File: src/hdl/jac_pkg.sv
// Shared types and constants for the joystick axis conditioner.
// Used by jac_axis and joystick_axis_conditioner; no dependencies.
`default_nettype none

package jac_pkg;

  // Fraction bits of the Q1.15 result and its full-scale value.
  localparam int unsigned Q_SHIFT = 15;
  localparam int unsigned Q_ONE   = 32767;
  localparam int unsigned OUT_W   = 16;

  // Register reset values in ADC counts.
  localparam int unsigned CENTER_RESET    = 2000;
  localparam int unsigned DEAD_BAND_RESET = 150;

  localparam int unsigned CFG_IDX_W = 2;

  typedef enum logic [CFG_IDX_W-1:0] {
    REG_CENTER_X  = 2'd0,
    REG_CENTER_Y  = 2'd1,
    REG_DEAD_BAND = 2'd2
  } jac_reg_e;

  typedef enum logic [2:0] {
    AX_IDLE,
    AX_READ,
    AX_SUM,
    AX_DIV_AVG,
    AX_CHECK,
    AX_DIV_SCALE,
    AX_DONE
  } jac_axis_state_e;

  typedef enum logic {
    TOP_IDLE,
    TOP_BUSY
  } jac_top_state_e;

  // Control from the top level to one axis channel.
  typedef struct packed {
    logic start;
    logic ack;
  } jac_axis_ctl_t;

endpackage

`default_nettype wire

File: src/hdl/jac_div.sv
// Bit-serial restoring divider: one quotient bit per cycle.
// Used by jac_axis; needs nothing from the package.
`default_nettype none

module jac_div #(
  parameter int unsigned NUM_W = 27,
  parameter int unsigned DEN_W = 12
) (
  input  wire logic             clk_i,
  input  wire logic             rst_ni,
  input  wire logic             start_i,
  input  wire logic [NUM_W-1:0] num_i,
  input  wire logic [DEN_W-1:0] den_i,
  output logic                  done_o,
  output logic      [NUM_W-1:0] quo_o
);

  localparam int unsigned CNT_W = $clog2(NUM_W + 1);

  logic             busy_q;
  logic             done_q;
  logic [CNT_W-1:0] cnt_q;
  logic [NUM_W-1:0] sh_q;
  logic [NUM_W-1:0] sh_d;
  logic [DEN_W-1:0] rem_q;
  logic [DEN_W-1:0] rem_d;
  logic [DEN_W-1:0] den_q;
  logic [DEN_W:0]   partial;
  logic [DEN_W:0]   diff;
  logic             ge;

  // Bring down the next numerator bit and try to subtract the divisor.
  always_comb begin
    partial = {rem_q, sh_q[NUM_W-1]};
    diff    = partial - {1'b0, den_q};
    ge      = (partial >= {1'b0, den_q});
    rem_d   = ge ? diff[DEN_W-1:0] : partial[DEN_W-1:0];
    sh_d    = {sh_q[NUM_W-2:0], ge};
  end

  always_ff @(posedge clk_i or negedge rst_ni) begin
    if (!rst_ni) begin
      busy_q <= 1'b0;
      done_q <= 1'b0;
      cnt_q  <= '0;
    end else if (start_i) begin
      busy_q <= 1'b1;
      done_q <= 1'b0;
      cnt_q  <= CNT_W'(NUM_W);
    end else if (busy_q) begin
      cnt_q <= cnt_q - CNT_W'(1);
      if (cnt_q == CNT_W'(1)) begin
        busy_q <= 1'b0;
        done_q <= 1'b1;
      end
    end else begin
      done_q <= 1'b0;
    end
  end

  always_ff @(posedge clk_i) begin
    if (start_i) begin
      sh_q  <= num_i;
      rem_q <= '0;
      den_q <= den_i;
    end else if (busy_q) begin
      sh_q  <= sh_d;
      rem_q <= rem_d;
    end
  end

  assign done_o = done_q;
  assign quo_o  = sh_q;

endmodule

`default_nettype wire

File: src/hdl/jac_axis.sv
// One axis channel: sample ring with running sum, serial mean, deadzone
// and serial Q1.15 scaling. Depends on jac_pkg and jac_div.
`default_nettype none

module jac_axis #(
  parameter int unsigned AVG_DEPTH = 8,
  parameter int unsigned ADC_BITS  = 12
) (
  input  wire logic                          clk_i,
  input  wire logic                          rst_ni,
  input  wire jac_pkg::jac_axis_ctl_t        ctl_i,
  input  wire logic                          invert_i,
  input  wire logic [ADC_BITS-1:0]           sample_i,
  input  wire logic [ADC_BITS-1:0]           center_i,
  input  wire logic [ADC_BITS-1:0]           dead_band_i,
  output logic                               done_o,
  output logic [jac_pkg::OUT_W-1:0]          result_o
);

  localparam int unsigned PTR_W   = $clog2(AVG_DEPTH);
  localparam int unsigned CNT_W   = $clog2(AVG_DEPTH + 1);
  localparam int unsigned SUM_W   = ADC_BITS + $clog2(AVG_DEPTH);
  localparam int unsigned SCALE_W = ADC_BITS + jac_pkg::Q_SHIFT;
  localparam int unsigned NUM_W   = (SCALE_W > SUM_W) ? SCALE_W : SUM_W;
  localparam int unsigned DEN_W   = (ADC_BITS > CNT_W) ? ADC_BITS : CNT_W;
  localparam int unsigned OUT_W   = jac_pkg::OUT_W;
  localparam int unsigned Q_SHIFT = jac_pkg::Q_SHIFT;

  jac_pkg::jac_axis_state_e state_q, state_d;

  logic [ADC_BITS-1:0] ring_mem [AVG_DEPTH];
  logic [ADC_BITS-1:0] rd_q;
  logic [ADC_BITS-1:0] sample_q;
  logic [PTR_W-1:0]    slot_q;
  logic [CNT_W-1:0]    count_q;
  logic [CNT_W-1:0]    count_next;
  logic                full;
  logic [SUM_W-1:0]    sum_q;
  logic [SUM_W-1:0]    sum_d;
  logic [ADC_BITS-1:0] avg_q;
  logic                neg;
  logic                neg_q;
  logic [ADC_BITS-1:0] mag;
  logic [ADC_BITS-1:0] span;
  logic                zero_out;
  logic [NUM_W-1:0]    scale_num;
  logic [Q_SHIFT-1:0]  q_sat;
  logic [OUT_W-1:0]    q_mag;
  logic [OUT_W-1:0]    result_q;

  logic                div_start;
  logic [NUM_W-1:0]    div_num;
  logic [DEN_W-1:0]    div_den;
  logic                div_done;
  logic [NUM_W-1:0]    div_quo;
  logic                mem_we;

  // Running sum: once the ring is full the overwritten entry leaves the sum.
  always_comb begin
    full       = (count_q == CNT_W'(AVG_DEPTH));
    count_next = full ? count_q : count_q + CNT_W'(1);
    sum_d      = sum_q + SUM_W'(sample_q) - (full ? SUM_W'(rd_q) : '0);
  end

  // Offset from the centre, deadzone and the span of the offset's side.
  always_comb begin
    neg       = (avg_q < center_i);
    mag       = neg ? (center_i - avg_q) : (avg_q - center_i);
    span      = neg ? center_i : ~center_i;
    zero_out  = (mag < dead_band_i) || (mag == '0) || (span == '0);
    scale_num = (NUM_W'(mag) << Q_SHIFT) - NUM_W'(mag);
  end

  always_comb begin
    q_sat = (|div_quo[NUM_W-1:Q_SHIFT]) ? Q_SHIFT'(jac_pkg::Q_ONE) : div_quo[Q_SHIFT-1:0];
    q_mag = {1'b0, q_sat};
  end

  // Next state.
  always_comb begin
    state_d = state_q;
    unique case (state_q)
      jac_pkg::AX_IDLE:      if (ctl_i.start) state_d = jac_pkg::AX_READ;
      jac_pkg::AX_READ:      state_d = jac_pkg::AX_SUM;
      jac_pkg::AX_SUM:       state_d = jac_pkg::AX_DIV_AVG;
      jac_pkg::AX_DIV_AVG:   if (div_done) state_d = jac_pkg::AX_CHECK;
      jac_pkg::AX_CHECK:     state_d = zero_out ? jac_pkg::AX_DONE : jac_pkg::AX_DIV_SCALE;
      jac_pkg::AX_DIV_SCALE: if (div_done) state_d = jac_pkg::AX_DONE;
      jac_pkg::AX_DONE:      if (ctl_i.ack) state_d = jac_pkg::AX_IDLE;
      default:               state_d = jac_pkg::AX_IDLE;
    endcase
  end

  // Outputs of the sequencer.
  always_comb begin
    div_start = 1'b0;
    div_num   = NUM_W'(sum_d);
    div_den   = DEN_W'(count_next);
    mem_we    = 1'b0;
    done_o    = 1'b0;
    unique case (state_q)
      jac_pkg::AX_SUM: begin
        mem_we    = 1'b1;
        div_start = 1'b1;
      end
      jac_pkg::AX_CHECK: begin
        div_start = !zero_out;
        div_num   = scale_num;
        div_den   = DEN_W'(span);
      end
      jac_pkg::AX_DONE: done_o = 1'b1;
      default: ;
    endcase
  end

  always_ff @(posedge clk_i or negedge rst_ni) begin
    if (!rst_ni) begin
      state_q <= jac_pkg::AX_IDLE;
      slot_q  <= '0;
      count_q <= '0;
      sum_q   <= '0;
    end else begin
      state_q <= state_d;
      if (mem_we) begin
        slot_q  <= (slot_q == PTR_W'(AVG_DEPTH - 1)) ? '0 : slot_q + PTR_W'(1);
        count_q <= count_next;
        sum_q   <= sum_d;
      end
    end
  end

  // Ring storage with a registered read port.
  always_ff @(posedge clk_i) begin
    if (mem_we) begin
      ring_mem[slot_q] <= sample_q;
    end
    rd_q <= ring_mem[slot_q];
  end

  always_ff @(posedge clk_i) begin
    if (state_q == jac_pkg::AX_IDLE && ctl_i.start) begin
      sample_q <= sample_i;
    end
    if (state_q == jac_pkg::AX_DIV_AVG && div_done) begin
      avg_q <= div_quo[ADC_BITS-1:0];
    end
    if (state_q == jac_pkg::AX_CHECK) begin
      neg_q <= neg;
      if (zero_out) begin
        result_q <= '0;
      end
    end
    if (state_q == jac_pkg::AX_DIV_SCALE && div_done) begin
      result_q <= (neg_q ^ invert_i) ? (~q_mag + OUT_W'(1)) : q_mag;
    end
  end

  assign result_o = result_q;

  jac_div #(
    .NUM_W(NUM_W),
    .DEN_W(DEN_W)
  ) u_div (
    .clk_i  (clk_i),
    .rst_ni (rst_ni),
    .start_i(div_start),
    .num_i  (div_num),
    .den_i  (div_den),
    .done_o (div_done),
    .quo_o  (div_quo)
  );

endmodule

`default_nettype wire

File: src/hdl/joystick_axis_conditioner.sv
// Top level of the joystick axis conditioner: stream ports, register file,
// output register. Depends on jac_pkg, jac_axis and jac_div.
//
//   Channel  Direction  Handshake                  Payload
//   s_axis   in         s_axis_tvalid/tready       tdata: sample_x, sample_y; tuser: switch_level
//   m_axis   out        m_axis_tvalid/tready       tdata: pos_x, pos_y; tuser: pressed
//   cfg      in         cfg_we_i (no back-pressure) cfg_idx_i, cfg_data_i
//
// Each item is finished before the next input transfer is accepted:
// each axis runs its bit-serial divider for the mean and then for the Q1.15 scaling, both
// axes in parallel. A zero offset, an offset in the dead band or one on a side with no span
// skips that axis's second pass; the item completes once both axes are finished.
// Reset clears the ring pointers, fill counts, running sums and output valid and loads the
// register defaults; ring entries are not cleared. A finished result waits in the output
// register while the next item is accepted; only that item's completion stalls on it.
`default_nettype none

module joystick_axis_conditioner #(
  parameter int unsigned AVG_DEPTH = 8,
  parameter int unsigned ADC_BITS  = 12
) (
  input  wire logic                             clk_i,
  input  wire logic                             rst_ni,
  // Configuration write port.
  input  wire logic                             cfg_we_i,
  input  wire logic [jac_pkg::CFG_IDX_W-1:0]    cfg_idx_i,
  input  wire logic [ADC_BITS-1:0]              cfg_data_i,
  // Input stream.
  input  wire logic                             s_axis_tvalid_i,
  output logic                                  s_axis_tready_o,
  // tdata, from bit 0: sample_x, sample_y, zero padding.
  input  wire logic [((2*ADC_BITS+7)/8)*8-1:0]  s_axis_tdata_i,
  // tuser: switch_level.
  input  wire logic                             s_axis_tuser_i,
  // Output stream.
  output logic                                  m_axis_tvalid_o,
  input  wire logic                             m_axis_tready_i,
  // tdata, from bit 0: pos_x, pos_y.
  output logic [2*jac_pkg::OUT_W-1:0]           m_axis_tdata_o,
  // tuser: pressed.
  output logic                                  m_axis_tuser_o
);

  localparam int unsigned OUT_W = jac_pkg::OUT_W;
  localparam logic [ADC_BITS-1:0] CENTER_RST    = ADC_BITS'(jac_pkg::CENTER_RESET);
  localparam logic [ADC_BITS-1:0] DEAD_BAND_RST = ADC_BITS'(jac_pkg::DEAD_BAND_RESET);

  jac_pkg::jac_top_state_e state_q, state_d;
  jac_pkg::jac_axis_ctl_t  axis_ctl;

  logic [ADC_BITS-1:0] center_x_q;
  logic [ADC_BITS-1:0] center_y_q;
  logic [ADC_BITS-1:0] dead_band_q;

  logic                accept;
  logic                load_out;
  logic                x_done;
  logic                y_done;
  logic [OUT_W-1:0]    x_result;
  logic [OUT_W-1:0]    y_result;
  logic                pressed_q;
  logic                m_valid_q;
  logic [2*OUT_W-1:0]  m_data_q;
  logic                m_user_q;

  // Register writes; an index beyond the register list is dropped.
  always_ff @(posedge clk_i or negedge rst_ni) begin
    if (!rst_ni) begin
      center_x_q  <= CENTER_RST;
      center_y_q  <= CENTER_RST;
      dead_band_q <= DEAD_BAND_RST;
    end else if (cfg_we_i) begin
      unique case (jac_pkg::jac_reg_e'(cfg_idx_i))
        jac_pkg::REG_CENTER_X:  center_x_q  <= cfg_data_i;
        jac_pkg::REG_CENTER_Y:  center_y_q  <= cfg_data_i;
        jac_pkg::REG_DEAD_BAND: dead_band_q <= cfg_data_i;
        default: ;
      endcase
    end
  end

  // Next state: idle until a transfer, busy until both axes are finished and
  // the output register can take the result.
  always_comb begin
    state_d = state_q;
    unique case (state_q)
      jac_pkg::TOP_IDLE: if (s_axis_tvalid_i) state_d = jac_pkg::TOP_BUSY;
      jac_pkg::TOP_BUSY: if (load_out) state_d = jac_pkg::TOP_IDLE;
      default:           state_d = jac_pkg::TOP_IDLE;
    endcase
  end

  // Outputs of the sequencer.
  always_comb begin
    s_axis_tready_o = 1'b0;
    load_out        = 1'b0;
    unique case (state_q)
      jac_pkg::TOP_IDLE: s_axis_tready_o = 1'b1;
      jac_pkg::TOP_BUSY: load_out = x_done && y_done && (!m_valid_q || m_axis_tready_i);
      default: ;
    endcase
  end

  assign accept         = s_axis_tvalid_i && s_axis_tready_o;
  assign axis_ctl.start = accept;
  assign axis_ctl.ack   = load_out;

  always_ff @(posedge clk_i or negedge rst_ni) begin
    if (!rst_ni) begin
      state_q   <= jac_pkg::TOP_IDLE;
      m_valid_q <= 1'b0;
    end else begin
      state_q <= state_d;
      if (load_out) begin
        m_valid_q <= 1'b1;
      end else if (m_axis_tready_i) begin
        m_valid_q <= 1'b0;
      end
    end
  end

  // The button is only inverted; it rides along with the item.
  always_ff @(posedge clk_i) begin
    if (accept) begin
      pressed_q <= ~s_axis_tuser_i;
    end
    if (load_out) begin
      m_data_q <= {y_result, x_result};
      m_user_q <= pressed_q;
    end
  end

  assign m_axis_tvalid_o = m_valid_q;
  assign m_axis_tdata_o  = m_data_q;
  assign m_axis_tuser_o  = m_user_q;

  jac_axis #(
    .AVG_DEPTH(AVG_DEPTH),
    .ADC_BITS (ADC_BITS)
  ) u_axis_x (
    .clk_i      (clk_i),
    .rst_ni     (rst_ni),
    .ctl_i      (axis_ctl),
    .invert_i   (1'b0),
    .sample_i   (s_axis_tdata_i[ADC_BITS-1:0]),
    .center_i   (center_x_q),
    .dead_band_i(dead_band_q),
    .done_o     (x_done),
    .result_o   (x_result)
  );

  jac_axis #(
    .AVG_DEPTH(AVG_DEPTH),
    .ADC_BITS (ADC_BITS)
  ) u_axis_y (
    .clk_i      (clk_i),
    .rst_ni     (rst_ni),
    .ctl_i      (axis_ctl),
    .invert_i   (1'b1),
    .sample_i   (s_axis_tdata_i[2*ADC_BITS-1:ADC_BITS]),
    .center_i   (center_y_q),
    .dead_band_i(dead_band_q),
    .done_o     (y_done),
    .result_o   (y_result)
  );

  // A transfer in starts the work; nothing else is taken until it is done.
  a_accept_busy: assert property (@(posedge clk_i) disable iff (!rst_ni)
    accept |=> (state_q == jac_pkg::TOP_BUSY))
    else $error("accepted item did not start processing");

  // Both axes must agree on completion when a result is loaded.
  a_load_both: assert property (@(posedge clk_i) disable iff (!rst_ni)
    load_out |-> (x_done && y_done))
    else $error("result loaded before both axes finished");

  // A stalled result stays put until the receiver takes it.
  a_out_stable: assert property (@(posedge clk_i) disable iff (!rst_ni)
    (m_valid_q && !m_axis_tready_i) |=>
      (m_valid_q && $stable(m_data_q) && $stable(m_user_q)))
    else $error("output transfer changed while stalled");

  // Saturated Q1.15 never reaches the most negative code.
  a_no_min_code: assert property (@(posedge clk_i) disable iff (!rst_ni)
    m_valid_q |-> (m_data_q[OUT_W-1:0] != {1'b1, {(OUT_W-1){1'b0}}}) &&
                  (m_data_q[2*OUT_W-1:OUT_W] != {1'b1, {(OUT_W-1){1'b0}}}))
    else $error("position outside the Q1.15 range");

endmodule

`default_nettype wire
File: config.mk
export PLATFORM = sky130hd
export DESIGN_NAME = joystick_axis_conditioner
export DESIGN_NICKNAME = d
export VERILOG_FILES = /design/src/hdl/jac_pkg.sv /design/src/hdl/jac_div.sv /design/src/hdl/jac_axis.sv /design/src/hdl/joystick_axis_conditioner.sv
export SDC_FILE = /design/constraint.sdc
export NUM_CORES = 1
export LEC_CHECK = 0
export ABC_AREA = 1
export BUFFER_PORTS_ARGS = -buffer_cell sky130_fd_sc_hd__buf_2
export CAP_MARGIN = 25
export CORE_ASPECT_RATIO = 1.25
export CORE_MARGIN = 8
export CORE_UTILIZATION = 55
export CTS_BUF_LIST = sky130_fd_sc_hd__clkbuf_4 sky130_fd_sc_hd__clkbuf_8
export CTS_CLUSTER_SIZE = 25
export DETAILED_ROUTE_END_ITERATION = 7
export PLACE_DENSITY = 0.71
export SLEW_MARGIN = 15
export SYNTH_ARGS = -nofsm -noshare
export SYNTH_HDL_FRONTEND = slang
export SYNTH_HIERARCHICAL = 1
export SYNTH_SLANG_ARGS = --single-unit
File: constraint.sdc
create_clock -name clk_i -period 6.6 [get_ports clk_i]
set_clock_uncertainty 0.1 [all_clocks]
set_input_delay 0.66 -clock clk_i [delete_from_list [all_inputs] [get_ports clk_i]]
set_output_delay 0.66 -clock clk_i [all_outputs]
set_load 0.1 [all_outputs]
Word level (Yosys, flattened, before mapping):

Memory sizes are Yosys's and may differ from the RTL's. A register that Yosys moved wholly into a read port is not among the register bits.
Index checks and enable logic that the tools add are counted.

* RAM bits: 192
* ROM bits: 0
* input bits: 44
* bits in latches: 0
* register bits: 320
* output and inout port bits: 35
* logic and storage cells: 215
* memories: 2

* add/sub/neg operators: 20
* multiplexer cells: 73
* equal/unequal tests: 30
* div/mod/pow operators: 0
* order comparisons: 6
* reductions and logical operators: 40
* shifts and indexed selects: 0
* $mul: 0
* bitwise gates (word level): 6

Memory list
* u_axis_x.ring_mem: words 8, width 12, rd ports 1, clocked after Yosys merged registers in 1, write ports 1, RTL line jac_axis.sv:31 `logic [ADC_BITS-1:0] ring_mem [AVG_DEPTH];`
* u_axis_y.ring_mem: words 8, width 12, rd ports 1, clocked after Yosys merged registers in 1, write ports 1, RTL line jac_axis.sv:31

Operator list (number)
* $mux 27: 6
* $mux 16: 8
* $mux 12: 8
* $sub 12x12->12: 6
* $sub 27x12->27: 2
* $logic_not 12->1: 4
* $lt 12x12->1: 4
* $pmux 3 s7: 2
* $add 16x1->16 const B: 2
* $not 15->16: 2
* $add 15x12->15: 2
* $mux 15: 2
* $sub 15x15->15: 2
* $ge 13x12->1: 2
* $mux 1: 26
* $eq 3x3->1 const B: 8
* $mux 3: 8
* $not 12->12: 2
* $reduce_or 12->1: 2
* $mux 5: 4
* $mux 4: 4
* $ne 2x2->1 const B: 8
* $reduce_bool 2->1: 7
* $eq 3x2->1 const B: 4
* other kinds (19): 50

Longest topological paths before layout:

Gate-level depths: netlist (run 1).

* word-level depth: 8
* gate-level depth with buffers: 32

Cells and area by module:

Netlist (run 1), hierarchy kept.

Modules (own cells, without submodules)
* jac_axis at u_axis_x: times used 1, cells each 1219, area an instance 10580.1 um2
* jac_axis at u_axis_y: times used 1, cells each 1195, area an instance 10423.7 um2
* jac_div at u_axis_x.u_div: times used 1, cells each 392, area an instance 3273.1 um2
* jac_div at u_axis_y.u_div: times used 1, cells each 392, area an instance 3220.6 um2
* joystick_axis_conditioner: times used 1, cells each 211, area an instance 2621.3 um2

Worst setup path before layout (run 1):

No wires, ideal clock.

* path kind: register to register
* from: register u_axis_y.avg_q[0]
* to: register u_axis_y.u_div.sh_q[0], in the netlist u_axis_y/u_div/quo_o[0] (enable)
* buffers on the path: 2
* data arrival time: 4302 ps
* path slack: 1816 ps
* clock period less this slack: 4784 ps
* setup time: 382 ps
* cell stages (with the launch flop): 32
* cell sequence: edfxtp_1 -> inv_1 -> ha_1 -> inv_1 -> fa_1 -> nand3_2 -> nand3_2 -> nand3_4 -> inv_2 -> nor2_4 -> nand2_1 -> nand2_4 -> inv_1 -> ha_1 -> nand2_1 -> o21ai_0 -> nand2_1 -> nand2_1 -> nand2_1 -> nand2_1 -> nand2_1 -> nand2_1 -> nand2_1 -> nand2_1 -> nand2_1 -> nand2_1 -> nand3_1 -> nand2_1 -> clkbuf_1 -> nor2_1 -> clkbuf_1 -> inv_1

* longest elaborated chain between the ends: 8
* elaborated cells between the ends (all ways): 13
* classes of those cells: add/sub (2); order compare (2); mux (3); reduce/logical (6)

Ends and longest elaborated chain
* start: declaration: RTL line jac_axis.sv:40 `logic [ADC_BITS-1:0] avg_q;`
* start signal: assignment: RTL line jac_axis.sv:145 `avg_q <= div_quo[ADC_BITS-1:0];`
* $sub 12x12->12 or $lt 12x12->1 (tied branches): RTL line jac_axis.sv:68, jac_axis.sv:67
* $mux 12: RTL line jac_axis.sv:68 `mag = neg ? (center_i - avg_q) : (avg_q - center_i);`
* $lt 12x12->1 or $logic_not 12->1 (tied branches): RTL line jac_axis.sv:70 `zero_out = (mag < dead_band_i) || (mag == '0) || (span == '0);`
* $logic_or 1x1->1: RTL line jac_axis.sv:70
* $logic_or 1x1->1 (*): RTL line jac_axis.sv:70
* $logic_not 1->1 (*): RTL line jac_axis.sv:107 `div_start = !zero_out;`
* $pmux 1 s2 (*): RTL line jac_axis.sv:101 `unique case (state_q)`
* net u_axis_y.div_start: RTL line jac_axis.sv:51 `logic div_start;`
* $reduce_bool 2->1 (no source line) (*)
* end signal: assignment: RTL line jac_div.sv:63 `sh_q <= num_i;`
* end: declaration: RTL line jac_div.sv:23 `logic [NUM_W-1:0] sh_q;`

The timed path passes the listed nets; every way through them passes the cells marked *.
A chain may end at the register's enable or synchronous reset.

Final worst setup path (run 1):

* from: register u_axis_x.avg_q[0]
* to: register u_axis_x.u_div.sh_q[2], in the netlist u_axis_x/u_div/quo_o[2] (data pin)

* longest elaborated chain between the ends: 8
* elaborated cells between the ends (all ways): 15
* classes of those cells: add/sub (3); order compare (2); mux (5); reduce/logical (5)

Ends and longest elaborated chain
* start: declaration: RTL line jac_axis.sv:40
* start signal: assignment: RTL line jac_axis.sv:145
* $sub 12x12->12 or $lt 12x12->1 (tied branches): RTL line jac_axis.sv:68, jac_axis.sv:67
* $mux 12: RTL line jac_axis.sv:68
* $lt 12x12->1 or $logic_not 12->1 (tied branches): RTL line jac_axis.sv:70
* $logic_or 1x1->1: RTL line jac_axis.sv:70
* $logic_or 1x1->1 (*): RTL line jac_axis.sv:70
* $logic_not 1->1 (*): RTL line jac_axis.sv:107
* $pmux 1 s2 (*): RTL line jac_axis.sv:101
* net u_axis_x.div_start: RTL line jac_axis.sv:51
* $mux 27 (*): RTL line jac_div.sv:62 `if (start_i) begin`
* end signal: assignment: RTL line jac_div.sv:63
* end: declaration: RTL line jac_div.sv:23

Marked as above.

==> report_table.html, run 1 <==
<table>
<tr><th>Metric</th><th>Value</th></tr>
<tr><th colspan="2">Timing</th></tr>
<tr><td>Final setup violation count</td><td>0</td></tr>
<tr><td>Number of pins with negative max-slew slack in the final report</td><td>0</td></tr>
<tr><td>Sum Neg Setup Slack</td><td>0 ps</td></tr>
<tr><td>Min Tclk post-route</td><td>roughly 5100 ps</td></tr>
<tr><td>Final setup margin</td><td>1510 ps</td></tr>
<tr><td>Relative max-transition margin</td><td>29.9%</td></tr>
<tr><td>Final count of hold timing violations</td><td>0</td></tr>
<tr><td>Share of the cycle needed by the critical path after routing</td><td>roughly 77%</td></tr>
<tr><td>Fmax</td><td>around 200 MHz</td></tr>
<tr><td>Setup repair after global routing missed its margin</td><td>no</td></tr>
<tr><td>Slew at the pin closest to its max-slew limit</td><td>1050 ps</td></tr>
<tr><th colspan="2">Clock tree</th></tr>
<tr><td>CTS buffer count</td><td>85</td></tr>
<tr><td>Clk Latency, worst-skew pair</td><td>~670 ps</td></tr>
<tr><td>Post-CTS Hold Buffers</td><td>0</td></tr>
<tr><td>Total setup buffers inserted after CTS</td><td>0</td></tr>
<tr><td>Depth of the CTS H-tree</td><td>3</td></tr>
<tr><td>Clock edge transition at the registers on the reported setup and hold paths</td><td>around 70 ps</td></tr>
<tr><td>CTS tree</td><td>built</td></tr>
<tr><td>Clock Sink Count</td><td>~540</td></tr>
<tr><td>Max Buffers Root-to-Sink</td><td>3</td></tr>
<tr><td>CTS root buffer</td><td>sky130_fd_sc_hd__clkbuf_8</td></tr>
<tr><td>Number of gates resized after cts</td><td>0</td></tr>
<tr><th colspan="2">Drt</th></tr>
<tr><td>Post-detailed-route count of antenna-violating nets</td><td>0</td></tr>
<tr><td>Drt via density</td><td>approximately 5.4</td></tr>
<tr><td>Initial drt markers</td><td>2024</td></tr>
<tr><td>Highest metal layer used by the detailed router</td><td>met4</td></tr>
<tr><td>Met2 wire length</td><td>35.0 mm</td></tr>
<tr><td>Via count</td><td>~23000</td></tr>
<tr><td>Number of design rule violations left after detail routing</td><td>0</td></tr>
<tr><td>DR WL met3</td><td>~4.4 mm</td></tr>
<tr><td>Routed wirelength normalized by instance count</td><td>16.9 um</td></tr>
<tr><td>Iteration count of the initial detailed-routing pass</td><td>5</td></tr>
<tr><td>Wire length after detailed routing</td><td>around 73 mm</td></tr>
<tr><td>Met1 routed wirelength after detailed routing</td><td>31.2 mm</td></tr>
<tr><th colspan="2">Synth</th></tr>
<tr><td>Most instantiated flip-flop cell in the synthesis netlist</td><td>sky130_fd_sc_hd__edfxtp_1</td></tr>
<tr><td>Cell accounting for the most synthesized area</td><td>sky130_fd_sc_hd__edfxtp_1</td></tr>
<tr><td>Share of async-settable or async-resettable flops after synthesis</td><td>19.0%</td></tr>
<tr><td>EDFF count, synth</td><td>approximately 390</td></tr>
<tr><td>Proportion of synthesized chip area in sequential cells</td><td>between 50% and 60%</td></tr>
<tr><td>YS warnings</td><td>6</td></tr>
<tr><td>Area share of the largest cell type after synthesis</td><td>between 30% and 40%</td></tr>
<tr><td>Yosys cell types</td><td>66</td></tr>
<tr><td>Cell area after synthesis</td><td>30100 um^2</td></tr>
<tr><td>Mean instance size in the synthesized netlist</td><td>roughly 9 um^2</td></tr>
<tr><td>Top cells by area, synth</td><td>sky130_fd_sc_hd__edfxtp_1 38%, sky130_fd_sc_hd__nand2_1 12%, sky130_fd_sc_hd__dfrtp_1 7.1%, sky130_fd_sc_hd__inv_1 6.5%, sky130_fd_sc_hd__ha_1 5.6%</td></tr>
<tr><td>Synthesized flop and latch total</td><td>about 540</td></tr>
<tr><td>Net count after synthesis</td><td>~3600</td></tr>
<tr><td>Instance count of the mapped netlist</td><td>3409</td></tr>
<tr><th colspan="2">Critical path</th></tr>
<tr><td>CP Data Arrival Time</td><td>between 5000 and 6000 ps</td></tr>
<tr><td>Top cell by count, worst path</td><td>sky130_fd_sc_hd__nand2_1</td></tr>
<tr><td>Buffering stage count on the worst path with inverters included</td><td>6</td></tr>
<tr><td>Data required time of the critical path</td><td>6920 ps</td></tr>
<tr><td>Reg-to-reg setup timing slack</td><td>1510 ps</td></tr>
<tr><td>Startpoint of the most critical register-to-register path</td><td>u_axis_x/avg_q[0]</td></tr>
<tr><td>Capturing element type of the critical path</td><td>flip-flop</td></tr>
<tr><td>Worst stage delay on the critical path</td><td>approximately 460 ps</td></tr>
<tr><td>Number of cells traversed by the worst register-to-register path</td><td>31</td></tr>
<tr><td>Worst R2R End</td><td>u_axis_x/u_div/quo_o[2]</td></tr>
<tr><td>Sort of element at the start of the critical path</td><td>flip-flop</td></tr>
<tr><td>Delay-heaviest family, CP</td><td>simple AND/OR/NAND/NOR gates</td></tr>
<tr><td>Crit path kind</td><td>reg2reg</td></tr>
<tr><td>Crit-path slowest cell</td><td>sky130_fd_sc_hd__fa_1</td></tr>
<tr><td>Max FO, Critical Path</td><td>45</td></tr>
<tr><th colspan="2">Global routing</th></tr>
<tr><td>Antenna violations before repair</td><td>1</td></tr>
<tr><td>Via count of the first global-routing pass</td><td>roughly 23000</td></tr>
<tr><td>Total overflow reported by the global router</td><td>0</td></tr>
<tr><td>Global-route total usage across every layer</td><td>between 20% and 30%</td></tr>
<tr><td>Global-route wire length before repair</td><td>117 mm</td></tr>
<tr><td>Pin count of the biggest net entering global routing</td><td>61</td></tr>
<tr><th colspan="2">Placed design</th></tr>
<tr><td>Final weighted congestion of routability-driven global placement</td><td>approximately 0.95</td></tr>
<tr><td>Port bufs</td><td>78</td></tr>
<tr><td># placed instances</td><td>roughly 4200</td></tr>
<tr><td>Half-perimeter wire length of the detailed placement result</td><td>about 53 mm</td></tr>
<tr><td>Pre-CTS setup slack</td><td>1430 ps</td></tr>
<tr><th colspan="2">Floorplan</th></tr>
<tr><td>Y dimension of the die</td><td>around 280 um</td></tr>
<tr><td>Core Box Area</td><td>about 55000 um^2</td></tr>
<tr><td>Die Span X</td><td>225 um</td></tr>
<tr><td># rows</td><td>96</td></tr>
<tr><td>Starting Density</td><td>55.2%</td></tr>
<tr><td># IOs</td><td>slightly below 80</td></tr>
<tr><td>Die area</td><td>approximately 63000 um^2</td></tr>
<tr><th colspan="2">Cells and area</th></tr>
<tr><td>Layout Cells excl Fill</td><td>roughly 4400</td></tr>
<tr><td>Share of post-route cells with drive strength above 1</td><td>12.6%</td></tr>
<tr><td>Filler cell count</td><td>slightly below 5000</td></tr>
<tr><td>Highest-count cells in the layout ignoring fill and taps</td><td>994 x sky130_fd_sc_hd__nand2_1, 522 x sky130_fd_sc_hd__inv_1, 386 x sky130_fd_sc_hd__edfxtp_1, 220 x sky130_fd_sc_hd__nor2_1, 152 x sky130_fd_sc_hd__nand3_1</td></tr>
<tr><td>Number of nets in the layout</td><td>between 3000 and 4000</td></tr>
<tr><td>Synthesis-to-finish area growth</td><td>10.8%</td></tr>
<tr><td>Most common cell after layout, fill and taps aside</td><td>sky130_fd_sc_hd__nand2_1</td></tr>
<tr><th colspan="2">Job</th></tr>
<tr><td>Number of maximum-capacitance constraint violations</td><td>0</td></tr>
<tr><th colspan="2">Worst hold path</th></tr>
<tr><td>Class of the worst hold path</td><td>in2async</td></tr>
<tr><th colspan="2">Run status</th></tr>
<tr><td>Status</td><td>complete, no violations</td></tr>
<tr><th colspan="2">Pwr</th></tr>
<tr><td>Maximum VDD drop</td><td>0.188 mV</td></tr>
<tr><td>Total design power</td><td>between 7 and 8 mW</td></tr>
<tr><td>Static Leakage</td><td>14.9 nW</td></tr>
<tr><td>Total power per unit cell area</td><td>between 200 and 250 nW/um^2</td></tr>
</table>
==> cell type report <==
class,count,area [um^2],area share (%)
Inverter,546,2050,6.14
Antenna cell,1,2.50,0.00750
Timing Repair Buffer,131,815,2.44
Tap cell,735,920,2.76
Clock buffer,128,1570,4.72
Clock inverter,32,314,0.941
Multi-Input combinational cell,2243,12600,37.7
Sequential cell,536,15100,45.3
==> routing by layer <==
layer	track usage, %	up-vias
met5	0	-
met4	10.3	0
met3	3.15	172
met2	38.8	816
met1	30.4	10893
li1	-	11443
==> power by group <==
part           switching [mW]  internal [mW]  leakage [nW]
combinational           0.692          0.306          8.98
clock                    1.34           1.77         0.996
sequential             0.0400           3.62          4.93
total                    2.07           5.70          14.9
==> how the worst max path moves through the flow <==
stage / startpoint / end / slack (ps) / depth (start not counted)
6_report: u_axis_x/avg_q[0] / u_axis_x/u_div/quo_o[2] / 1510 / 31
5_1_grt: u_axis_x/avg_q[0] / u_axis_x/u_div/quo_o[2] / 1110 / 31
4_1_cts: u_axis_x/avg_q[0] / u_axis_x/u_div/quo_o[20] / 1390 / 30
3_5_place_dp: u_axis_x/avg_q[0] / u_axis_x/u_div/quo_o[20] / 1430 / 30
3_3_place_gp: u_axis_x/avg_q[0] / u_axis_x/u_div/quo_o[14] / 1580 / 30
2_1_floorplan: u_axis_y/avg_q[0] / u_axis_y/u_div/quo_o[0] / 1820 / 31
==> state kept, by name, indices dropped and copies added, names as in the netlist, 15 cells and up <==
signal	flops
u_axis_y/u_div/quo_o	27
u_axis_y/result_o	16
u_axis_x/sum_q	15
u_axis_x/result_o	16
u_axis_y/ring_mem	96
m_axis_tdata_o	32
u_axis_x/ring_mem	96
u_axis_x/u_div/quo_o	27
u_axis_y/sum_q	15
==> kinds of logic (layout without fill, tap and decap cells) <==
kind of cell               after synthesis  in the layout  share of synthesized area, %
muxes                                    2              2                        0.0665
adders and majority gates              164            164                          7.56
and+or+nand+nor                       1631           1631                          24.2
DFF                                    536            536                          50.2
buffers and inverters                  630            837                          8.28
AOI/OAI and AO/OA                      380            380                          7.78
other                                    2              3                        0.0249
xor gates and xnor gates                64             64                          1.89
==> cell usage after synthesis (all sizes together) (3+ instances only) <==
cell type / number
inv: 544
nand3: 178
ha: 134
buf: 29
clkbuf: 55
nor4: 3
nand3b: 6
o21a: 10
o2111ai: 4
nand2: 1038
dfrtp: 86
nor3: 51
and2: 3
or2: 7
dfxtp: 48
nand4: 93
fa: 30
a21oi: 122
o2bb2ai: 13
dfstp: 16
a22o: 13
o21bai: 3
xnor2: 23
a21o: 4
a31oi: 4
a221oi: 28
edfxtp: 386
xor2: 41
a21boi: 9
o211ai: 7
o21ai: 134
nor2: 252
a22oi: 21
==> per-stage QoR <==
| step | cell area, um^2 | hold slack, ps | utilization (%) |
|---|---|---|---|
| 3_3_place_gp | 31400 | 301 | 57.6 |
| 2_1_floorplan | 30100 | 264 | - |
| 5_1_grt | 33400 | 36.4 | 61.2 |
| 4_1_cts | 33300 | 15.6 | 61.1 |
| 6_report | 33400 | 62.5 | 61.2 |
| 3_5_place_dp | 31400 | 305 | 57.7 |
Power figures use the tool's default switching activity.
==> run 2: changes to the inputs <==
- PLACE_DENSITY: 0.71 -> 0.73
- clock period: 6.6 -> 4.65 ns (I/O delays scaled with it)
==> report_table.html, run 2 (synthesis results as in run 1) <==
<table>
<tr><th>Metric</th><th>Value</th></tr>
<tr><th colspan="2">Run status</th></tr>
<tr><td>Status</td><td>complete, no violations</td></tr>
<tr><th colspan="2">Timing</th></tr>
<tr><td>Min Tclk post-route</td><td>4330 ps</td></tr>
<tr><td>Number of pins with negative max-slew slack in the final report</td><td>0</td></tr>
<tr><td>Final setup violation count</td><td>0</td></tr>
<tr><td>Final setup margin</td><td>~320 ps</td></tr>
<tr><td>Final count of hold timing violations</td><td>0</td></tr>
<tr><td>Fmax</td><td>around 230 MHz</td></tr>
<tr><td>Relative max-transition margin</td><td>~29%</td></tr>
<tr><td>Slew at the pin closest to its max-slew limit</td><td>about 1100 ps</td></tr>
<tr><td>Share of the cycle needed by the critical path after routing</td><td>about 93%</td></tr>
<tr><th colspan="2">Pwr</th></tr>
<tr><td>Total design power</td><td>~11 mW</td></tr>
<tr><td>Clock Power Share</td><td>a little under two fifths</td></tr>
<tr><td>Fraction of power spent switching nets</td><td>26.9%</td></tr>
<tr><td>Net switching power</td><td>around 3 mW</td></tr>
<tr><td>Int Power</td><td>approximately 8.0 mW</td></tr>
<tr><td>Maximum VDD drop</td><td>between 0.2 and 0.3 mV</td></tr>
<tr><td>Total power per unit cell area</td><td>around 320 nW/um^2</td></tr>
<tr><td>Sequential fraction of design power</td><td>~48%</td></tr>
<tr><td>Combinational Power Share</td><td>around 14%</td></tr>
<tr><td>Static Leakage</td><td>about 15 nW</td></tr>
<tr><th colspan="2">Clock tree</th></tr>
<tr><td>CTS buffer count</td><td>a little over 80</td></tr>
<tr><td>Clk Latency, worst-skew pair</td><td>between 600 and 700 ps</td></tr>
<tr><td>CTS tree</td><td>built</td></tr>
<tr><td>CTS root buffer</td><td>sky130_fd_sc_hd__clkbuf_8</td></tr>
<tr><td>Clock Sink Count</td><td>around 540</td></tr>
<tr><td>Depth of the CTS H-tree</td><td>3</td></tr>
<tr><td>Clock edge transition at the registers on the reported setup and hold paths</td><td>roughly 70 ps</td></tr>
<tr><td>Max Buffers Root-to-Sink</td><td>3</td></tr>
<tr><th colspan="2">Drt</th></tr>
<tr><td>Post-detailed-route count of antenna-violating nets</td><td>0</td></tr>
<tr><td>Initial drt markers</td><td>between 1500 and 2000</td></tr>
<tr><td>Drt via density</td><td>approximately 5.3</td></tr>
<tr><td>Via count</td><td>23449</td></tr>
<tr><td>Iteration count of the initial detailed-routing pass</td><td>7</td></tr>
<tr><td>Number of design rule violations left after detail routing</td><td>0</td></tr>
<tr><td>Wire length after detailed routing</td><td>roughly 74 mm</td></tr>
<tr><td>Routed wirelength normalized by instance count</td><td>16.8 um</td></tr>
<tr><th colspan="2">Critical path</th></tr>
<tr><td>Crit-path slowest cell</td><td>sky130_fd_sc_hd__dfstp_2</td></tr>
<tr><td>Data required time of the critical path</td><td>between 4000 and 5000 ps</td></tr>
<tr><td>Crit path kind</td><td>reg2reg</td></tr>
<tr><td>Capturing element type of the critical path</td><td>flip-flop</td></tr>
<tr><td>Top cell by count, worst path</td><td>sky130_fd_sc_hd__nand2_1</td></tr>
<tr><td>Worst stage delay on the critical path</td><td>between 500 and 600 ps</td></tr>
<tr><td>CP Data Arrival Time</td><td>4660 ps</td></tr>
<tr><td>Max FO, Critical Path</td><td>between 40 and 50</td></tr>
<tr><td>Sort of element at the start of the critical path</td><td>flip-flop</td></tr>
<tr><th colspan="2">Placed design</th></tr>
<tr><td>Final weighted congestion of routability-driven global placement</td><td>between 0.9 and 1</td></tr>
<tr><td>Port bufs</td><td>between 70 and 80</td></tr>
<tr><td>Half-perimeter wire length of the detailed placement result</td><td>between 50 and 60 mm</td></tr>
<tr><td>Pre-CTS setup slack</td><td>about 26 ps</td></tr>
<tr><td># placed instances</td><td>4211</td></tr>
<tr><th colspan="2">Floorplan</th></tr>
<tr><td>Y dimension of the die</td><td>about 280 um</td></tr>
<tr><td>Die area</td><td>62600 um^2</td></tr>
<tr><td>Die Span X</td><td>approximately 230 um</td></tr>
<tr><td>Core Box Area</td><td>~55000 um^2</td></tr>
<tr><td># IOs</td><td>79</td></tr>
<tr><td>Starting Density</td><td>a little under three fifths</td></tr>
<tr><td># rows</td><td>between 90 and 100</td></tr>
<tr><th colspan="2">Global routing</th></tr>
<tr><td>Total overflow reported by the global router</td><td>0</td></tr>
<tr><td>Pin count of the biggest net entering global routing</td><td>52</td></tr>
<tr><td>Via count of the first global-routing pass</td><td>22829</td></tr>
<tr><td>Antenna violations before repair</td><td>1</td></tr>
<tr><td>Global-route total usage across every layer</td><td>around a quarter</td></tr>
<tr><td>Global-route wire length before repair</td><td>~120 mm</td></tr>
<tr><th colspan="2">Cells and area</th></tr>
<tr><td>Most common cell after layout, fill and taps aside</td><td>sky130_fd_sc_hd__nand2_1</td></tr>
<tr><td>Share of post-route cells with drive strength above 1</td><td>between 10% and 20%</td></tr>
<tr><td>Number of nets in the layout</td><td>approximately 3800</td></tr>
<tr><td>Layout Cells excl Fill</td><td>4424</td></tr>
<tr><td>Synthesis-to-finish area growth</td><td>13.1%</td></tr>
<tr><td>Highest-count cells in the layout ignoring fill and taps</td><td>991 x sky130_fd_sc_hd__nand2_1, 520 x sky130_fd_sc_hd__inv_1, 386 x sky130_fd_sc_hd__edfxtp_1, 218 x sky130_fd_sc_hd__nor2_1, 150 x sky130_fd_sc_hd__nand3_1</td></tr>
<tr><th colspan="2">Worst hold path</th></tr>
<tr><td>Class of the worst hold path</td><td>in2reg</td></tr>
<tr><th colspan="2">Job</th></tr>
<tr><td>Number of maximum-capacitance constraint violations</td><td>0</td></tr>
</table>
==> run 2: changes by cell type in the layout (fill, tap and decap cells not counted), sizes merged, moves of 3 or more <==
| cell | before | now |
|---|---|---|
| clkinv | 24 | 21 |
| bufinv | 6 | 3 |
| dlygate4sd3 | 0 | 38 |
| buf | 131 | 169 |
==> run 2: path summary, 6_finish.rpt <==
kind / depth (start not counted) / endpoint / startpoint / slack (ps)
min reg2reg: 0 / m_axis_tdata_o[11] / u_axis_x/result_o[11] / 320
min in group asynchronous: 2 / u_axis_y/sum_q[7] / rst_ni / 350
max in group asynchronous: 3 / u_axis_x/slot_q[1] / rst_ni / 3160
max: 27 / u_axis_y/u_div/quo_o[0] / center_y_q[9] / 320
min: 3 / center_y_q[4] / cfg_idx_i[0] / 60
max reg2reg: 27 / u_axis_y/u_div/quo_o[0] / center_y_q[9] / 320
==> run 2: power by group through the flow <==
stage	logic [mW]	registers (mW)	clock network (mW)
after floorplan	1.07	5.28	0
after global placement	1.42	5.29	0
after detailed placement	1.44	5.29	0
after CTS	1.47	5.19	4.27
after global routing	1.70	5.19	4.46
final	1.52	5.19	4.17
==> run 2: final cells by class <==
| type | count | area, um^2 |
|---|---|---|
| well taps | 735 | 920 |
| multi-input cells | 2243 | 12600 |
| inverters | 546 | 2060 |
| clock inverters | 26 | 210 |
| clock buffers | 129 | 1560 |
| diodes | 1 | 2.50 |
| fillers | 4711 | 20500 |
| repair buffers | 208 | 1550 |
| flip-flops and latches | 536 | 15100 |
==> run 2: what timing repair did <==
action	4_1_cts	5_1_grt
setup buffers	0	16
setup endpoints to repair	0	153
hold buffers	38	0
endpoints found under the hold margin	93	0
gates resized for setup	0	28
==> run 2: per-layer routing <==
metal	track usage, %	vias up	part of all wire [%]	wire length [um]
met5	0	-	0	0
met2	39.9	680	48	36000
met4	9.01	0	3.3	2450
met1	30.5	11011	43	31600
li1	-	11608	-	-
met3	3.41	150	5.9	4380
==> run 2: metrics by stage <==
step                hold WS (ps)  setup TNS (ps)  area, um^2  util (%)
floorplan                   69.4               0       30100         -
global placement             301               0       31600      57.9
detailed placement           305               0       31700      58.0
CTS                         1.26               0       33800      62.0
global route                40.2           -26.3       34100      62.5
finish                      55.2               0       34100      62.5
==> run 2: critical path, delay by kind of cell (launching register included) <==
| family | cells | cell delay, ps |
|---|---|---|
| and+or+nand+nor | 20 | 1900 |
| buffers and inverters | 5 | 790 |
| adders and majority gates | 2 | 700 |
| DFF | 1 | 570 |
==> run 3: changes to the inputs <==
- clock period: 4.65 -> 3.5 ns (I/O delays scaled with it)
==> report_table.html, run 3 (synthesis results as in run 1) <==
<table>
<tr><th>Metric</th><th>Value</th></tr>
<tr><th colspan="2">Critical path</th></tr>
<tr><td>Startpoint of the most critical register-to-register path</td><td>u_axis_x/avg_q[0]</td></tr>
<tr><td>Worst R2R End</td><td>u_axis_x/u_div/quo_o[23]</td></tr>
<tr><td>Data required time of the critical path</td><td>approximately 3800 ps</td></tr>
<tr><td>Max FO, Critical Path</td><td>7</td></tr>
<tr><td>Reg-to-reg setup timing slack</td><td>-430 ps</td></tr>
<tr><td>CP Data Arrival Time</td><td>about 4300 ps</td></tr>
<tr><td>Capturing element type of the critical path</td><td>flip-flop</td></tr>
<tr><td>Crit path kind</td><td>reg2reg</td></tr>
<tr><td>Sort of element at the start of the critical path</td><td>flip-flop</td></tr>
<tr><td>Number of cells traversed by the worst register-to-register path</td><td>23</td></tr>
<tr><th colspan="2">Drt</th></tr>
<tr><td>Iteration count of the initial detailed-routing pass</td><td>6</td></tr>
<tr><td>Routed wirelength normalized by instance count</td><td>17.4 um</td></tr>
<tr><td>Drt via density</td><td>around 5.4</td></tr>
<tr><td>Wire length after detailed routing</td><td>around 82 mm</td></tr>
<tr><td>Initial drt markers</td><td>2423</td></tr>
<tr><td>Via count</td><td>roughly 25000</td></tr>
<tr><td>Post-detailed-route count of antenna-violating nets</td><td>0</td></tr>
<tr><td>Number of design rule violations left after detail routing</td><td>0</td></tr>
<tr><th colspan="2">Clock tree</th></tr>
<tr><td>Max Buffers Root-to-Sink</td><td>3</td></tr>
<tr><td>CTS root buffer</td><td>sky130_fd_sc_hd__clkbuf_8</td></tr>
<tr><td>Clk Latency, worst-skew pair</td><td>around 690 ps</td></tr>
<tr><td>Depth of the CTS H-tree</td><td>3</td></tr>
<tr><td>Clock edge transition at the registers on the reported setup and hold paths</td><td>around 70 ps</td></tr>
<tr><td>Clock Sink Count</td><td>roughly 540</td></tr>
<tr><td>CTS buffer count</td><td>84</td></tr>
<tr><td>CTS tree</td><td>built</td></tr>
<tr><th colspan="2">Cells and area</th></tr>
<tr><td>Most common cell after layout, fill and taps aside</td><td>sky130_fd_sc_hd__nand2_1</td></tr>
<tr><td>Synthesis-to-finish area growth</td><td>26.0%</td></tr>
<tr><td>Number of nets in the layout</td><td>just over 4000</td></tr>
<tr><td>Area taken by flip-flops and latches</td><td>about 15000 um^2</td></tr>
<tr><td>Share of post-route cells with drive strength above 1</td><td>24.8%</td></tr>
<tr><td>Final instance area</td><td>37900 um^2</td></tr>
<tr><td>Multi-input gate area in the final layout</td><td>~14000 um^2</td></tr>
<tr><td>Highest-count cells in the layout ignoring fill and taps</td><td>898 x sky130_fd_sc_hd__nand2_1, 509 x sky130_fd_sc_hd__inv_1, 386 x sky130_fd_sc_hd__edfxtp_1, 341 x sky130_fd_sc_hd__buf_4, 206 x sky130_fd_sc_hd__nor2_1</td></tr>
<tr><td>Filler cell count</td><td>approximately 4200</td></tr>
<tr><th colspan="2">Floorplan</th></tr>
<tr><td># IOs</td><td>a little under 80</td></tr>
<tr><td># rows</td><td>between 90 and 100</td></tr>
<tr><td>Die Span X</td><td>225 um</td></tr>
<tr><td>Starting Density</td><td>55.2%</td></tr>
<tr><td>Y dimension of the die</td><td>278 um</td></tr>
<tr><td>Die area</td><td>approximately 63000 um^2</td></tr>
<tr><td>Core Box Area</td><td>between 50000 and 60000 um^2</td></tr>
<tr><th colspan="2">Global routing</th></tr>
<tr><td>Total overflow reported by the global router</td><td>0</td></tr>
<tr><td>Via count of the first global-routing pass</td><td>approximately 25000</td></tr>
<tr><td>Pin count of the biggest net entering global routing</td><td>48</td></tr>
<tr><td>Global-route wire length before repair</td><td>~130 mm</td></tr>
<tr><td>Antenna violations before repair</td><td>1</td></tr>
<tr><td>Global-route total usage across every layer</td><td>between 20% and 30%</td></tr>
<tr><th colspan="2">Placed design</th></tr>
<tr><td>Port bufs</td><td>slightly below 80</td></tr>
<tr><td>Pre-CTS setup slack</td><td>-384 ps</td></tr>
<tr><td>Half-perimeter wire length of the detailed placement result</td><td>between 50 and 60 mm</td></tr>
<tr><td>Placed instance area</td><td>approximately 34000 um^2</td></tr>
<tr><td>Final weighted congestion of routability-driven global placement</td><td>0.931</td></tr>
<tr><th colspan="2">Pwr</th></tr>
<tr><td>Total power per unit cell area</td><td>between 400 and 500 nW/um^2</td></tr>
<tr><td>Maximum VDD drop</td><td>roughly 0.31 mV</td></tr>
<tr><td>Static Leakage</td><td>between 15 and 20 nW</td></tr>
<tr><td>Total design power</td><td>15.8 mW</td></tr>
<tr><th colspan="2">Worst hold path</th></tr>
<tr><td>Hold path endpoint</td><td>center_x_q[4]</td></tr>
<tr><td>Hold path startpoint</td><td>cfg_we_i</td></tr>
<tr><td>Hold Path Stages</td><td>4</td></tr>
<tr><td>Class of the worst hold path</td><td>in2reg</td></tr>
<tr><th colspan="2">Timing</th></tr>
<tr><td>Final setup violation count</td><td>between 200 and 250</td></tr>
<tr><td>Setup repair after global routing missed its margin</td><td>yes</td></tr>
<tr><td>Fmax</td><td>around 250 MHz</td></tr>
<tr><td>Share of the cycle needed by the critical path after routing</td><td>112%</td></tr>
<tr><td>Slew at the pin closest to its max-slew limit</td><td>approximately 970 ps</td></tr>
<tr><td>Final count of hold timing violations</td><td>0</td></tr>
<tr><td>Final setup margin</td><td>-433 ps</td></tr>
<tr><td>Min Tclk post-route</td><td>between 3000 and 4000 ps</td></tr>
<tr><td>Number of pins with negative max-slew slack in the final report</td><td>0</td></tr>
<tr><td>Final-layout worst hold slack</td><td>~120 ps</td></tr>
<tr><td>Relative max-transition margin</td><td>a little over a third</td></tr>
<tr><th colspan="2">Job</th></tr>
<tr><td>Number of maximum-capacitance constraint violations</td><td>0</td></tr>
<tr><th colspan="2">Run status</th></tr>
<tr><td>Violated checks</td><td>setup timing</td></tr>
<tr><td>Status</td><td>finished with violations</td></tr>
</table>
## run 3: timing repair
| action | in CTS | in global routing |
|---|---|---|
| hold endpoints to repair | 104 | 0 |
| gates cloned | 14 | 3 |
| buffers inserted | 23 | 21 |
| hold buffers | 44 | 0 |
| resized for setup | 131 | 142 |
| setup endpoints to repair | 206 | 218 |
| pin swaps | 26 | 56 |
## run 3: cell type report
type	count	area share, %
Sequential cell	536	39.9
Multi-Input combinational cell	2243	35.9
Timing Repair Buffer	512	11.2
Inverter	546	5.52
Clock buffer	125	4.09
Tap cell	735	2.42
Clock inverter	32	0.907
Timing Repair inverter	3	0.112
Antenna cell	1	0.00660
## run 3: how the worst max path moves through the flow
stage | startpoint | end | slack (ps)
finish | u_axis_x/avg_q[0] | u_axis_x/u_div/quo_o[23] | -430
global route | u_axis_x/avg_q[0] | u_axis_x/u_div/quo_o[4] | -660
CTS | u_axis_y/avg_q[0] | u_axis_y/u_div/quo_o[22] | -340
detailed placement | center_y_q[9] | u_axis_y/u_div/quo_o[18] | -380
global placement | center_y_q[9] | u_axis_y/u_div/quo_o[1] | -260
floorplan | u_axis_y/avg_q[0] | u_axis_y/u_div/quo_o[0] | -670
## run 3: per-layer routing
metal / part of all wire, % / track usage (%)
met1: 41 / 32.7
met2: 49 / 43.1
met3: 6.2 / 3.50
met4: 4.1 / 11.6
met5: 0 / 0
## run 3: power breakdown
group / total [mW] / internal, mW / switching [mW]
Combinational: 2.98 / 1.30 / 1.68
Sequential: 6.88 / 6.83 / 0.0501
Clock: 5.92 / 3.38 / 2.55
## run 3: critical path, stage by stage (launching register included)
cell                       delay, ps
sky130_fd_sc_hd__edfxtp_1        380
sky130_fd_sc_hd__inv_1            70
sky130_fd_sc_hd__ha_2            160
sky130_fd_sc_hd__inv_2            40
sky130_fd_sc_hd__fa_2            350
sky130_fd_sc_hd__nand3_2          90
sky130_fd_sc_hd__nand3_4          90
sky130_fd_sc_hd__nand3_4         100
sky130_fd_sc_hd__nand3_4         140
sky130_fd_sc_hd__o21a_4          240
sky130_fd_sc_hd__buf_4           130
sky130_fd_sc_hd__buf_4           120
sky130_fd_sc_hd__buf_4           150
sky130_fd_sc_hd__ha_1            260
sky130_fd_sc_hd__nand4_4         180
sky130_fd_sc_hd__nor2_8           40
sky130_fd_sc_hd__a21oi_2         240
sky130_fd_sc_hd__nand3_4         140
sky130_fd_sc_hd__nand2_4         150
sky130_fd_sc_hd__buf_8           140
sky130_fd_sc_hd__buf_12          180
sky130_fd_sc_hd__inv_16           70
sky130_fd_sc_hd__nand2_4          60
sky130_fd_sc_hd__nand2_2          60
## run 3: metrics by stage
stage               TNS (ps)  utilization [%]  cells
floorplan             -52320                -   3409
global placement      -30780             62.4   4477
detailed placement    -48500             62.4   4478
CTS                   -52600             68.4   4715
global route         -110160             69.6   4733
finish                -61960             69.6   4733
